File: src/hdl/s2b_pkg.sv
// Shared types, widths and codes for the space-to-batch region descriptor generator.
`default_nettype none

package s2b_pkg;

  // Default limit on descriptors emitted per operation.
  localparam int MAX_REGIONS_DEF = 64;

  // Datapath widths.
  localparam int WORD_W     = 32;
  localparam int NUM_W      = 14;
  localparam int DEN_W      = 7;
  localparam int DIM_W      = 13;
  localparam int BATCH_W    = 9;
  localparam int PAD_W      = 12;
  localparam int OUTER_W    = 21;
  localparam int IN_DATA_W  = 112;
  localparam int IN_USER_W  = 2;
  localparam int OUT_DATA_W = 304;

  // Saturation value of the outer element count.
  localparam logic [OUTER_W-1:0] OUTER_MAX = '1;

  // Sequencer states.
  typedef enum logic [2:0] {
    ST_IDLE,
    ST_MAC_ISSUE,
    ST_MAC_WAIT,
    ST_DIV_START,
    ST_DIV_WAIT,
    ST_EMIT
  } state_t;

  // Multiply-add operations, in issue order. The first group runs once per
  // operation, the second group once per region.
  typedef enum logic [4:0] {
    OP_IHW,
    OP_OHW,
    OP_BT0,
    OP_IBBT0,
    OP_OUTER,
    OP_IWC,
    OP_OWC,
    OP_SROW,
    OP_SCOL,
    OP_HSTART,
    OP_WSTART,
    OP_SOFF_H,
    OP_SOFF_W,
    OP_DOFF_H,
    OP_DOFF_W,
    OP_DOFF_R
  } mac_op_t;

  // Divisions of a region: row start, row end, column start, column end; the row pair only on a new row phase.
  typedef enum logic [1:0] {
    DIV_HS,
    DIV_HE,
    DIV_WS,
    DIV_WE
  } div_op_t;

  // Request to the shared multiply-add unit.
  typedef struct packed {
    logic              en;
    logic [WORD_W-1:0] a;
    logic [WORD_W-1:0] b;
    logic [WORD_W-1:0] c;
  } mac_req_t;

  // Request to the iterative divider.
  typedef struct packed {
    logic             start;
    logic [NUM_W-1:0] num;
    logic [DEN_W-1:0] den;
  } div_req_t;

endpackage

`default_nettype wire

File: src/hdl/space_to_batch_region_descriptors.sv
// Top level of the space-to-batch region descriptor generator.
//
// Usage: one transaction on the in_ channel describes a whole space-to-batch
// or batch-to-space operation. The block answers with min(block_h*block_w,
// MAX_REGIONS) copy descriptors on the out_ channel, one per region, and sets
// out_tlast on the final one. in_tready is high only while the block is idle.
// Sequence: after acceptance, nine multiply-add steps set up the strides. Each
// region then needs two divisions (four on the first region of a row phase)
// on the bit-serial divider, which yields one quotient bit per cycle, plus
// seven multiply-add steps, after which the descriptor is offered.
// A stalled receiver simply holds the descriptor on out_tdata; the block waits
// and resumes when out_tready rises. Reset (rst_n low, synchronous) returns the
// sequencer to idle and drops any operation in progress.
`default_nettype none

module space_to_batch_region_descriptors #(
  parameter int MAX_REGIONS = s2b_pkg::MAX_REGIONS_DEF
) (
  input  wire                               clk,
  input  wire                               rst_n,
  input  wire                               in_tvalid,
  output logic                              in_tready,
  // in_height, in_width, in_batch, out_height, out_width, channel,
  // block_h, block_w, pad_top, pad_left
  input  wire  [s2b_pkg::IN_DATA_W-1:0]     in_tdata,
  // nhwc_layout, batch_to_space
  input  wire  [s2b_pkg::IN_USER_W-1:0]     in_tuser,
  output logic                              out_tvalid,
  input  wire                               out_tready,
  // src_offset, src_stride_outer, src_stride_row, src_stride_col,
  // dst_offset, dst_stride_outer, dst_stride_row, dst_stride_col,
  // count_outer, count_rows, count_cols, one zero pad bit
  output logic [s2b_pkg::OUT_DATA_W-1:0]    out_tdata,
  output logic                              out_tlast
);

  localparam int W      = s2b_pkg::WORD_W;
  localparam int NW     = s2b_pkg::NUM_W;
  localparam int DW     = s2b_pkg::DEN_W;
  localparam int DIMW   = s2b_pkg::DIM_W;
  localparam int BW     = s2b_pkg::BATCH_W;
  localparam int PW     = s2b_pkg::PAD_W;
  localparam int OW     = s2b_pkg::OUTER_W;
  localparam int PROD_W = 2 * DW;
  localparam int RCNT_W = $clog2(MAX_REGIONS + 1);

  // Sequencer.
  s2b_pkg::state_t  state_r, state_nxt;
  s2b_pkg::mac_op_t op_r, op_nxt;
  s2b_pkg::div_op_t dop_r, dop_nxt;

  // Operation fields held for the whole operation.
  logic [DIMW-1:0]   ih_r, iw_r, oh_r, ow_r, ch_r;
  logic [BW-1:0]     ib_r;
  logic [DW-1:0]     bh_r, bw_r;
  logic [PW-1:0]     pt_r, pl_r;
  logic              nhwc_r, b2s_r;
  logic [RCNT_W-1:0] n_r;

  // Per-operation products.
  logic [W-1:0]  ihw_r, ohw_r, bt0_r, ibbt0_r, iwc_r, owc_r, srow_r, scol_r;
  logic [OW-1:0] outer_r;

  // Per-region state.
  logic [RCNT_W-1:0] r_r;
  logic [DW-1:0]     pw_r, ph_r;
  logic [NW-1:0]     hs_r, ws_r;
  logic [DIMW-1:0]   he_r, we_r;
  logic [W-1:0]      hstart_r, wstart_r, soff_r, doff_r;

  // Unit interfaces.
  s2b_pkg::mac_req_t mac_req;
  s2b_pkg::div_req_t div_req;
  logic [W-1:0]      mac_p;
  logic [NW-1:0]     div_quo;
  logic              div_done;

  // Decoded input fields.
  logic [DW-1:0]     in_bh, in_bw;
  logic [PROD_W-1:0] blk_prod;
  logic              in_accept;

  // Derived values.
  logic [W-1:0]      sp1, sp2, sp3, bt1, bt2, bt3;
  logic [NW-1:0]     row_base, col_base, qm1;
  logic [NW-1:0]     rows_diff, cols_diff;
  logic [DIMW-1:0]   count_rows, count_cols;
  logic [RCNT_W-1:0] r_inc;
  logic [DW-1:0]     pw_inc;
  logic              pw_wrap, last;
  logic [4*W-1:0]    spat_desc, batch_desc;

  s2b_mac u_mac (
    .clk (clk),
    .req (mac_req),
    .p   (mac_p)
  );

  s2b_div u_div (
    .clk   (clk),
    .rst_n (rst_n),
    .req   (div_req),
    .quo   (div_quo),
    .done  (div_done)
  );

  // Input decode; a zero block size counts as one.
  assign in_accept = in_tvalid && in_tready;
  assign in_bh     = (in_tdata[80:74] == '0) ? DW'(1) : in_tdata[80:74];
  assign in_bw     = (in_tdata[87:81] == '0) ? DW'(1) : in_tdata[87:81];
  assign blk_prod  = in_bh * in_bw;

  // Region bookkeeping.
  assign r_inc   = r_r + 1'b1;
  assign last    = (r_inc == n_r);
  assign pw_inc  = pw_r + 1'b1;
  assign pw_wrap = (pw_inc == bw_r);

  // Strides of the spatial and batched tensors for the chosen layout.
  assign sp1 = nhwc_r ? W'(1) : ihw_r;
  assign sp2 = nhwc_r ? iwc_r : W'(iw_r);
  assign sp3 = nhwc_r ? W'(ch_r) : W'(1);
  assign bt1 = nhwc_r ? W'(1) : ohw_r;
  assign bt2 = nhwc_r ? owc_r : W'(ow_r);
  assign bt3 = nhwc_r ? W'(ch_r) : W'(1);

  // Dividends of the ceiling divisions: pad - phase + 2*block - 1.
  assign row_base = NW'(pt_r) + NW'({bh_r, 1'b0}) - NW'(1) - NW'(ph_r);
  assign col_base = NW'(pl_r) + NW'({bw_r, 1'b0}) - NW'(1) - NW'(pw_r);
  assign qm1      = div_quo - NW'(1);

  // Next state.
  always_comb begin
    state_nxt = state_r;
    op_nxt    = op_r;
    dop_nxt   = dop_r;
    case (state_r)
      s2b_pkg::ST_IDLE: begin
        if (in_tvalid) begin
          state_nxt = s2b_pkg::ST_MAC_ISSUE;
          op_nxt    = s2b_pkg::OP_IHW;
        end
      end
      s2b_pkg::ST_MAC_ISSUE: begin
        state_nxt = s2b_pkg::ST_MAC_WAIT;
      end
      s2b_pkg::ST_MAC_WAIT: begin
        if (op_r == s2b_pkg::OP_SCOL) begin
          state_nxt = s2b_pkg::ST_DIV_START;
          dop_nxt   = s2b_pkg::DIV_HS;
        end else if (op_r == s2b_pkg::OP_DOFF_R) begin
          state_nxt = s2b_pkg::ST_EMIT;
        end else begin
          state_nxt = s2b_pkg::ST_MAC_ISSUE;
          op_nxt    = s2b_pkg::mac_op_t'(op_r + 5'd1);
        end
      end
      s2b_pkg::ST_DIV_START: begin
        state_nxt = s2b_pkg::ST_DIV_WAIT;
      end
      s2b_pkg::ST_DIV_WAIT: begin
        if (div_done) begin
          if (dop_r == s2b_pkg::DIV_WE) begin
            state_nxt = s2b_pkg::ST_MAC_ISSUE;
            op_nxt    = s2b_pkg::OP_HSTART;
          end else begin
            state_nxt = s2b_pkg::ST_DIV_START;
            dop_nxt   = s2b_pkg::div_op_t'(dop_r + 2'd1);
          end
        end
      end
      s2b_pkg::ST_EMIT: begin
        if (out_tready) begin
          if (last) begin
            state_nxt = s2b_pkg::ST_IDLE;
          end else begin
            // Row divisions are redone only when the row phase changes.
            state_nxt = s2b_pkg::ST_DIV_START;
            dop_nxt   = pw_wrap ? s2b_pkg::DIV_HS : s2b_pkg::DIV_WS;
          end
        end
      end
      default: begin
        state_nxt = s2b_pkg::ST_IDLE;
      end
    endcase
  end

  // Handshakes and unit requests.
  always_comb begin
    in_tready     = (state_r == s2b_pkg::ST_IDLE);
    out_tvalid    = (state_r == s2b_pkg::ST_EMIT);
    mac_req.en    = (state_r == s2b_pkg::ST_MAC_ISSUE);
    div_req.start = (state_r == s2b_pkg::ST_DIV_START);
  end

  // Operand selection of the multiply-add unit.
  always_comb begin
    mac_req.a = '0;
    mac_req.b = '0;
    mac_req.c = '0;
    case (op_r)
      s2b_pkg::OP_IHW: begin
        mac_req.a = W'(ih_r);
        mac_req.b = W'(iw_r);
      end
      s2b_pkg::OP_OHW: begin
        mac_req.a = W'(oh_r);
        mac_req.b = W'(ow_r);
      end
      s2b_pkg::OP_BT0: begin
        mac_req.a = ohw_r;
        mac_req.b = W'(ch_r);
      end
      s2b_pkg::OP_IBBT0: begin
        mac_req.a = W'(ib_r);
        mac_req.b = bt0_r;
      end
      s2b_pkg::OP_OUTER: begin
        mac_req.a = W'(ib_r);
        mac_req.b = W'(ch_r);
      end
      s2b_pkg::OP_IWC: begin
        mac_req.a = W'(iw_r);
        mac_req.b = W'(ch_r);
      end
      s2b_pkg::OP_OWC: begin
        mac_req.a = W'(ow_r);
        mac_req.b = W'(ch_r);
      end
      s2b_pkg::OP_SROW: begin
        mac_req.a = W'(bh_r);
        mac_req.b = sp2;
      end
      s2b_pkg::OP_SCOL: begin
        mac_req.a = W'(bw_r);
        mac_req.b = sp3;
      end
      s2b_pkg::OP_HSTART: begin
        mac_req.a = W'(hs_r);
        mac_req.b = W'(bh_r);
        mac_req.c = W'(ph_r) - W'(pt_r);
      end
      s2b_pkg::OP_WSTART: begin
        mac_req.a = W'(ws_r);
        mac_req.b = W'(bw_r);
        mac_req.c = W'(pw_r) - W'(pl_r);
      end
      s2b_pkg::OP_SOFF_H: begin
        mac_req.a = hstart_r;
        mac_req.b = sp2;
      end
      s2b_pkg::OP_SOFF_W: begin
        mac_req.a = wstart_r;
        mac_req.b = sp3;
        mac_req.c = soff_r;
      end
      s2b_pkg::OP_DOFF_H: begin
        mac_req.a = W'(hs_r);
        mac_req.b = bt2;
      end
      s2b_pkg::OP_DOFF_W: begin
        mac_req.a = W'(ws_r);
        mac_req.b = bt3;
        mac_req.c = doff_r;
      end
      s2b_pkg::OP_DOFF_R: begin
        mac_req.a = W'(r_r);
        mac_req.b = ibbt0_r;
        mac_req.c = doff_r;
      end
      default: begin
        mac_req.a = '0;
      end
    endcase
  end

  // Operand selection of the divider.
  always_comb begin
    div_req.num = row_base;
    div_req.den = bh_r;
    case (dop_r)
      s2b_pkg::DIV_HS: begin
        div_req.num = row_base;
        div_req.den = bh_r;
      end
      s2b_pkg::DIV_HE: begin
        div_req.num = row_base + NW'(ih_r);
        div_req.den = bh_r;
      end
      s2b_pkg::DIV_WS: begin
        div_req.num = col_base;
        div_req.den = bw_r;
      end
      s2b_pkg::DIV_WE: begin
        div_req.num = col_base + NW'(iw_r);
        div_req.den = bw_r;
      end
      default: begin
        div_req.num = row_base;
      end
    endcase
  end

  // Sequencer registers.
  always_ff @(posedge clk) begin
    if (!rst_n) begin
      state_r <= s2b_pkg::ST_IDLE;
      op_r    <= s2b_pkg::OP_IHW;
      dop_r   <= s2b_pkg::DIV_HS;
    end else begin
      state_r <= state_nxt;
      op_r    <= op_nxt;
      dop_r   <= dop_nxt;
    end
  end

  // Operation fields are captured with the input transaction.
  always_ff @(posedge clk) begin
    if (in_accept) begin
      ih_r   <= in_tdata[12:0];
      iw_r   <= in_tdata[25:13];
      ib_r   <= in_tdata[34:26];
      oh_r   <= in_tdata[47:35];
      ow_r   <= in_tdata[60:48];
      ch_r   <= in_tdata[73:61];
      bh_r   <= in_bh;
      bw_r   <= in_bw;
      pt_r   <= in_tdata[99:88];
      pl_r   <= in_tdata[111:100];
      nhwc_r <= in_tuser[0];
      b2s_r  <= in_tuser[1];
      if (blk_prod > PROD_W'(MAX_REGIONS)) begin
        n_r <= RCNT_W'(MAX_REGIONS);
      end else begin
        n_r <= RCNT_W'(blk_prod);
      end
    end
  end

  // Region counter and phase counters.
  always_ff @(posedge clk) begin
    if (in_accept) begin
      r_r  <= '0;
      pw_r <= '0;
      ph_r <= '0;
    end else if (out_tvalid && out_tready && !last) begin
      r_r <= r_inc;
      if (pw_wrap) begin
        pw_r <= '0;
        ph_r <= ph_r + 1'b1;
      end else begin
        pw_r <= pw_inc;
      end
    end
  end

  // Multiply-add results go to the register named by the operation.
  always_ff @(posedge clk) begin
    if (state_r == s2b_pkg::ST_MAC_WAIT) begin
      case (op_r)
        s2b_pkg::OP_IHW:    ihw_r    <= mac_p;
        s2b_pkg::OP_OHW:    ohw_r    <= mac_p;
        s2b_pkg::OP_BT0:    bt0_r    <= mac_p;
        s2b_pkg::OP_IBBT0:  ibbt0_r  <= mac_p;
        s2b_pkg::OP_OUTER: begin
          outer_r <= (mac_p > W'(s2b_pkg::OUTER_MAX)) ? s2b_pkg::OUTER_MAX : mac_p[OW-1:0];
        end
        s2b_pkg::OP_IWC:    iwc_r    <= mac_p;
        s2b_pkg::OP_OWC:    owc_r    <= mac_p;
        s2b_pkg::OP_SROW:   srow_r   <= mac_p;
        s2b_pkg::OP_SCOL:   scol_r   <= mac_p;
        s2b_pkg::OP_HSTART: hstart_r <= mac_p;
        s2b_pkg::OP_WSTART: wstart_r <= mac_p;
        s2b_pkg::OP_SOFF_H: soff_r   <= mac_p;
        s2b_pkg::OP_SOFF_W: soff_r   <= mac_p;
        s2b_pkg::OP_DOFF_H: doff_r   <= mac_p;
        s2b_pkg::OP_DOFF_W: doff_r   <= mac_p;
        s2b_pkg::OP_DOFF_R: doff_r   <= mac_p;
        default: begin
          ihw_r <= ihw_r;
        end
      endcase
    end
  end

  // Range bounds from the divider; the quotient is one above the ceiling.
  always_ff @(posedge clk) begin
    if (state_r == s2b_pkg::ST_DIV_WAIT && div_done) begin
      case (dop_r)
        s2b_pkg::DIV_HS: hs_r <= qm1;
        s2b_pkg::DIV_HE: he_r <= (qm1 > NW'(oh_r)) ? oh_r : qm1[DIMW-1:0];
        s2b_pkg::DIV_WS: ws_r <= qm1;
        s2b_pkg::DIV_WE: we_r <= (qm1 > NW'(ow_r)) ? ow_r : qm1[DIMW-1:0];
        default: begin
          hs_r <= hs_r;
        end
      endcase
    end
  end

  // Valid counts; an empty range gives zero.
  assign rows_diff  = NW'(he_r) - hs_r;
  assign cols_diff  = NW'(we_r) - ws_r;
  assign count_rows = (NW'(he_r) > hs_r) ? rows_diff[DIMW-1:0] : '0;
  assign count_cols = (NW'(we_r) > ws_r) ? cols_diff[DIMW-1:0] : '0;

  // Descriptor packing; batch-to-space exchanges source and destination.
  assign spat_desc  = {scol_r, srow_r, sp1, soff_r};
  assign batch_desc = {bt3, bt2, bt1, doff_r};
  assign out_tdata  = b2s_r ?
      {1'b0, count_cols, count_rows, outer_r, spat_desc, batch_desc} :
      {1'b0, count_cols, count_rows, outer_r, batch_desc, spat_desc};
  assign out_tlast  = last;

`ifndef SYNTHESIS
  // The region index stays below the region count while busy.
  a_region_bound: assert property (@(posedge clk) disable iff (!rst_n)
      (state_r != s2b_pkg::ST_IDLE) |-> (r_r < n_r))
    else $error("region index reached region count");

  // Phase counters stay inside the block shape.
  a_phase_bound: assert property (@(posedge clk) disable iff (!rst_n)
      (state_r != s2b_pkg::ST_IDLE) |-> ((pw_r < bw_r) && (ph_r < bh_r)))
    else $error("region phase outside block shape");

  // The final descriptor of an operation returns the block to idle.
  a_last_idle: assert property (@(posedge clk) disable iff (!rst_n)
      (out_tvalid && out_tready && out_tlast) |=> in_tready)
    else $error("block not idle after final descriptor");

  // The clamped row and column ends never exceed the batched height and width.
  a_row_clamp: assert property (@(posedge clk) disable iff (!rst_n)
      out_tvalid |-> (he_r <= oh_r) && (we_r <= ow_r))
    else $error("valid range end above output size");

  // A fresh division never reports done in the cycle after its start.
  a_div_fresh: assert property (@(posedge clk) disable iff (!rst_n)
      (state_r == s2b_pkg::ST_DIV_START) |=> !div_done)
    else $error("divider done flag not cleared by start");
`endif

endmodule

`default_nettype wire

File: src/hdl/s2b_div.sv
// Restoring divider that produces one quotient bit per cycle.
`default_nettype none

module s2b_div (
  input  wire                         clk,
  input  wire                         rst_n,
  input  s2b_pkg::div_req_t           req,
  output logic [s2b_pkg::NUM_W-1:0]   quo,
  output logic                        done
);

  localparam int NW    = s2b_pkg::NUM_W;
  localparam int DW    = s2b_pkg::DEN_W;
  localparam int CNT_W = $clog2(NW + 1);

  logic [CNT_W-1:0] cnt_r;
  logic [DW-1:0]    rem_r;
  logic [DW-1:0]    den_r;
  logic [NW-1:0]    quo_r;
  logic             done_r;
  logic [DW:0]      trial;
  logic [DW:0]      diff;
  logic             fits;

  // One trial subtraction of the shifted remainder.
  assign trial = {rem_r, quo_r[NW-1]};
  assign diff  = trial - {1'b0, den_r};
  assign fits  = trial >= {1'b0, den_r};

  // Control: bit counter and completion flag.
  always_ff @(posedge clk) begin
    if (!rst_n) begin
      cnt_r  <= '0;
      done_r <= 1'b0;
    end else if (req.start) begin
      cnt_r  <= CNT_W'(NW);
      done_r <= 1'b0;
    end else if (cnt_r != '0) begin
      cnt_r <= cnt_r - 1'b1;
      if (cnt_r == CNT_W'(1)) begin
        done_r <= 1'b1;
      end
    end
  end

  // Data: the dividend shifts out while quotient bits shift in.
  always_ff @(posedge clk) begin
    if (req.start) begin
      quo_r <= req.num;
      rem_r <= '0;
      den_r <= req.den;
    end else if (cnt_r != '0) begin
      quo_r <= {quo_r[NW-2:0], fits};
      rem_r <= fits ? diff[DW-1:0] : trial[DW-1:0];
    end
  end

  assign quo  = quo_r;
  assign done = done_r;

endmodule

`default_nettype wire

File: src/hdl/s2b_mac.sv
// Shared multiply-add unit with a registered 32-bit result.
`default_nettype none

module s2b_mac (
  input  wire                          clk,
  input  s2b_pkg::mac_req_t            req,
  output logic [s2b_pkg::WORD_W-1:0]   p
);

  logic [s2b_pkg::WORD_W-1:0] p_r;

  // Product and sum wrap modulo 2^32.
  always_ff @(posedge clk) begin
    if (req.en) begin
      p_r <= req.a * req.b + req.c;
    end
  end

  assign p = p_r;

endmodule

`default_nettype wire
File: config.mk
export PLATFORM = sky130hd
export DESIGN_NAME = space_to_batch_region_descriptors
export DESIGN_NICKNAME = d
export VERILOG_FILES = /design/src/hdl/s2b_pkg.sv /design/src/hdl/space_to_batch_region_descriptors.sv /design/src/hdl/s2b_div.sv /design/src/hdl/s2b_mac.sv
export SDC_FILE = /design/constraint.sdc
export NUM_CORES = 2
export LEC_CHECK = 0
export BUFFER_PORTS_ARGS = -buffer_cell sky130_fd_sc_hd__buf_2
export CORE_MARGIN = 2
export CORE_UTILIZATION = 49
export CTS_CLUSTER_SIZE = 12
export DETAILED_ROUTE_END_ITERATION = 10
export GPL_ROUTABILITY_DRIVEN = 1
export PLACE_DENSITY_LB_ADDON = 0.05
export SYNTH_ARGS = -nofsm -noshare
export SYNTH_HDL_FRONTEND = slang
export SYNTH_SLANG_ARGS = --single-unit
File: constraint.sdc
create_clock -name clk -period 16.8 [get_ports clk]
set_input_delay 1.68 -clock clk [delete_from_list [all_inputs] [get_ports clk]]
set_output_delay 1.68 -clock clk [all_outputs]
set_load 0.01 [all_outputs]
==> impl_results.md <==
- Status: complete, but fails checks
- Endpoint of the lowest-slack register-to-register path: u_mac.p[31]
- Clock slew at reported path FFs: 0.06 ns
- Nature of the critical path endpoint: register
- Met1 usage: 50.8%
- Core Area: 0.105 mm^2
- First-pass GRT wire length: 265 mm
- Nets: 6276
- Initial core utilization: 49.5%
- Hold path endpoint: u_div.rem_r[6]
- GRT Residual Overflow: 0
- Final HPWL DP: 140 mm
- Final hold slack: 0.462 ns
- Pleak: 25.4 nW
- Final worst setup slack: 6.62 ns
- WS Path Type: reg -> reg
- Met2 Usage GRT: 48.3%
- Seq/Total Area, Yosys: 38.1%
- Die area: 0.109 mm^2
- P per Cell Area: 160 mW/mm^2
- Worst Setup SP: op_r[0]
- Post-layout instance area: 0.0586 mm^2
- Fmax: 98.2 MHz
- Skew final: 0.0306 ns
- Peak supply drop: 364 uV
- Busiest grt layer: met1
- Clock tree from TritonCTS: done
- Largest net degree at the start of global routing: 91
- Clock Latency Late Sink: 0.68 ns
- ANT nets after route: 0
- Dpl cell area: 0.0560 mm^2
- Worst r2r src: op_r[0]
- Drt pass-1 iters: 11
- Residual DRC count: 36
- Layout area overhead: 12.5%
- Resized Gates After CTS: 0
- Syn Area/Cell: 10.4 um^2
- EDFF count, synth: 633
- CP arrival: 10.58 ns
- Share of layout cells above drive strength 1: 15.3%
- RSZ-0062 raised after global routing: false
- Worst Tran Pin Value: 1.17 ns
- Crit path required time: 17.20 ns
- Cell repeated most along the worst path: fa_1
- Total design power: 9.38 mW
- Relative slew margins: 22.3%
- I/O pins: 425
- Final setup viols: 0
- Minimum clock period: 10.18 ns
- CTS Buf Count: 79
- Vias/cell: 5.81
- Warnings, synthesis: 0
- Yosys reg bits: 676
- Most used DFF post-synth: edfxtp_1
- Failing checks: DRC
- Clk root buf: clkbuf_16
- Sink Count: 676
- Pins Over Slew Limit: 0
- GRT Total Usage: 33.9%
- CP Max Fanout: 26
- Cell variety after synth: 86
- Mapped Area: 0.0521 mm^2
- Hold Path Class: reg -> reg
- Hold wc startpoint: u_div.rem_r[6]
- Hold buffer count at cts: 0
- Depth of the most critical reg-to-reg path: 30
- Number of global-route vias before repair: 38546
- Vias: 39667
- Most frequent cells in the layout: 791 x inv_1, 633 x edfxtp_1, 516 x nor2_1
- Flop2flop setup slack: 6.62 ns
- Setup TNS: 0 ns
- Final WL: 184 mm
- Syn Nets: 5898
- Number of max-cap violations: 0
- CTS H-tree depth: 3
- Ys async rst share: 0%
- Fin. Hold Viols: 0
- Row count: 119
- Postcts setup bufs: 0
- Most common cell after layout, fill and taps aside: inv_1
- Post-synthesis cell count: 4996
- Grt met3 use: 8.34%
- Port buffer count: 423
- Longest Clk Path Bufs: 3
- Slowest-stage cell, CP: ha_1
- Period Utilization, post-route: 60.6%
- Die Y: 330 um
- Post-placement worst setup slack: 6.77 ns
- Startpoint types: register
- Cells on Worst Hold Path: 2
- GP Congestion: 0.986
- Drt wl/cell: 26.9 um
- 1st-iter DRT viols: 4767
- Chip width: 330 um
- Slowest stage delay, CP: 0.79 ns
- Antenna violations before repair: 5
where the power goes:
group	internal (mW)	total, mW	leakage (nW)	switching [mW]
sequential	2.23	2.40	6.06	0.169
clock	1.00	1.75	1.25	0.746
combinational	2.01	5.23	18.1	3.23
layout make-up:
class                      count  area, um^2
tap                         1391        1740
clock buffer                 100        2110
multi-input combinational   3289       28500
antenna                        3        7.51
clock inverter                36         480
inverter                     792        2970
sequential                   676       19900
fill                        9502       46800
timing repair buffer         536        2970
worst max-delay path by stage:
stage / to / cells past startpoint
2_1_floorplan: u_mac.p[29] / 40
3_3_place_gp: u_mac.p[31] / 30
3_5_place_dp: u_mac.p[31] / 28
4_1_cts: u_mac.p[31] / 28
5_1_grt: u_mac.p[29] / 32
6_report: u_mac.p[31] / 30
cell usage after synthesis (all sizes together), types with 5 or more instances:
cell type	instances	area share [%]
nor3	52	0.51
a211o	7	0.12
clkbuf	176	1.3
nor4bb	5	0.096
and2	68	0.82
or2	48	0.58
inv	791	5.7
o21a	7	0.10
ha	301	7.2
a221oi	28	0.48
o31ai	7	0.10
nor2b	51	0.61
nor4	12	0.14
xnor2	145	2.5
o211ai	7	0.10
and4	9	0.15
a2111oi	6	0.10
nor4b	6	0.15
edfxtp	633	36
a211oi	23	0.36
a22o	23	0.39
o22ai	17	0.20
and3	26	0.31
nor3b	5	0.072
nand4	18	0.22
xor2	50	0.84
mux2i	77	1.5
a222oi	45	0.86
a31oi	10	0.12
nand2	437	3.1
nand2b	53	0.64
o21ai	199	1.9
a22oi	73	1.1
a21o	55	0.79
or3	14	0.17
nand3	61	0.59
fa	483	19
a21boi	13	0.19
a221o	16	0.31
a21oi	151	1.4
o21bai	23	0.33
nor2	525	3.8
mux2	95	2.1
buf	63	0.61
dfxtp	43	1.7
state kept, by name, summed over array words and instances (netlist names), 21 cells and up:
| signal | count |
|---|---|
| bt0_r | 32 |
| doff_r | 32 |
| wstart_r | 32 |
| owc_r | 32 |
| iwc_r | 32 |
| soff_r | 32 |
| ohw_r | 32 |
| u_mac.p | 32 |
| ihw_r | 32 |
| srow_r | 32 |
| outer_r | 21 |
| scol_r | 32 |
| hstart_r | 32 |
| ibbt0_r | 32 |
cell families after synthesis:
logic type | count (synthesis) | synth area share, %
AO/OA/AOI/OAI | 731 | 9.36
flip-flops | 676 | 38.1
other | 1 | 0.00719
buffers and inverters | 1031 | 7.58
multiplexers | 172 | 3.53
AND/OR/NAND/NOR | 1403 | 12.2
adder cells (fa/ha/maj) | 784 | 25.8
XOR/XNOR | 198 | 3.42
critical path: cells and delay by family (launching register included):
kind                       cells  cell delay (ns)
AOI/OAI and AO/OA              8             1.68
adders and majority gates     10             5.09
and+or+nand+nor                4             1.72
DFF                            1             0.42
buffers and inverters          7             0.61
xor gates and xnor gates       1             0.39
metal layers:
layer | share of wire, % | wire [um]
met1 | 44 | 80000
met2 | 41 | 76100
met3 | 12 | 21400
met4 | 3.4 | 6190
met5 | 0 | 0
metrics by stage:
stage               util (%)  instances
floorplan                  -       4996
global placement        53.2       6684
detailed placement      53.2       6684
CTS                     55.6       6820
global route            55.6       6820
finish                  55.6       6823
(Power assumes the default switching activity.)
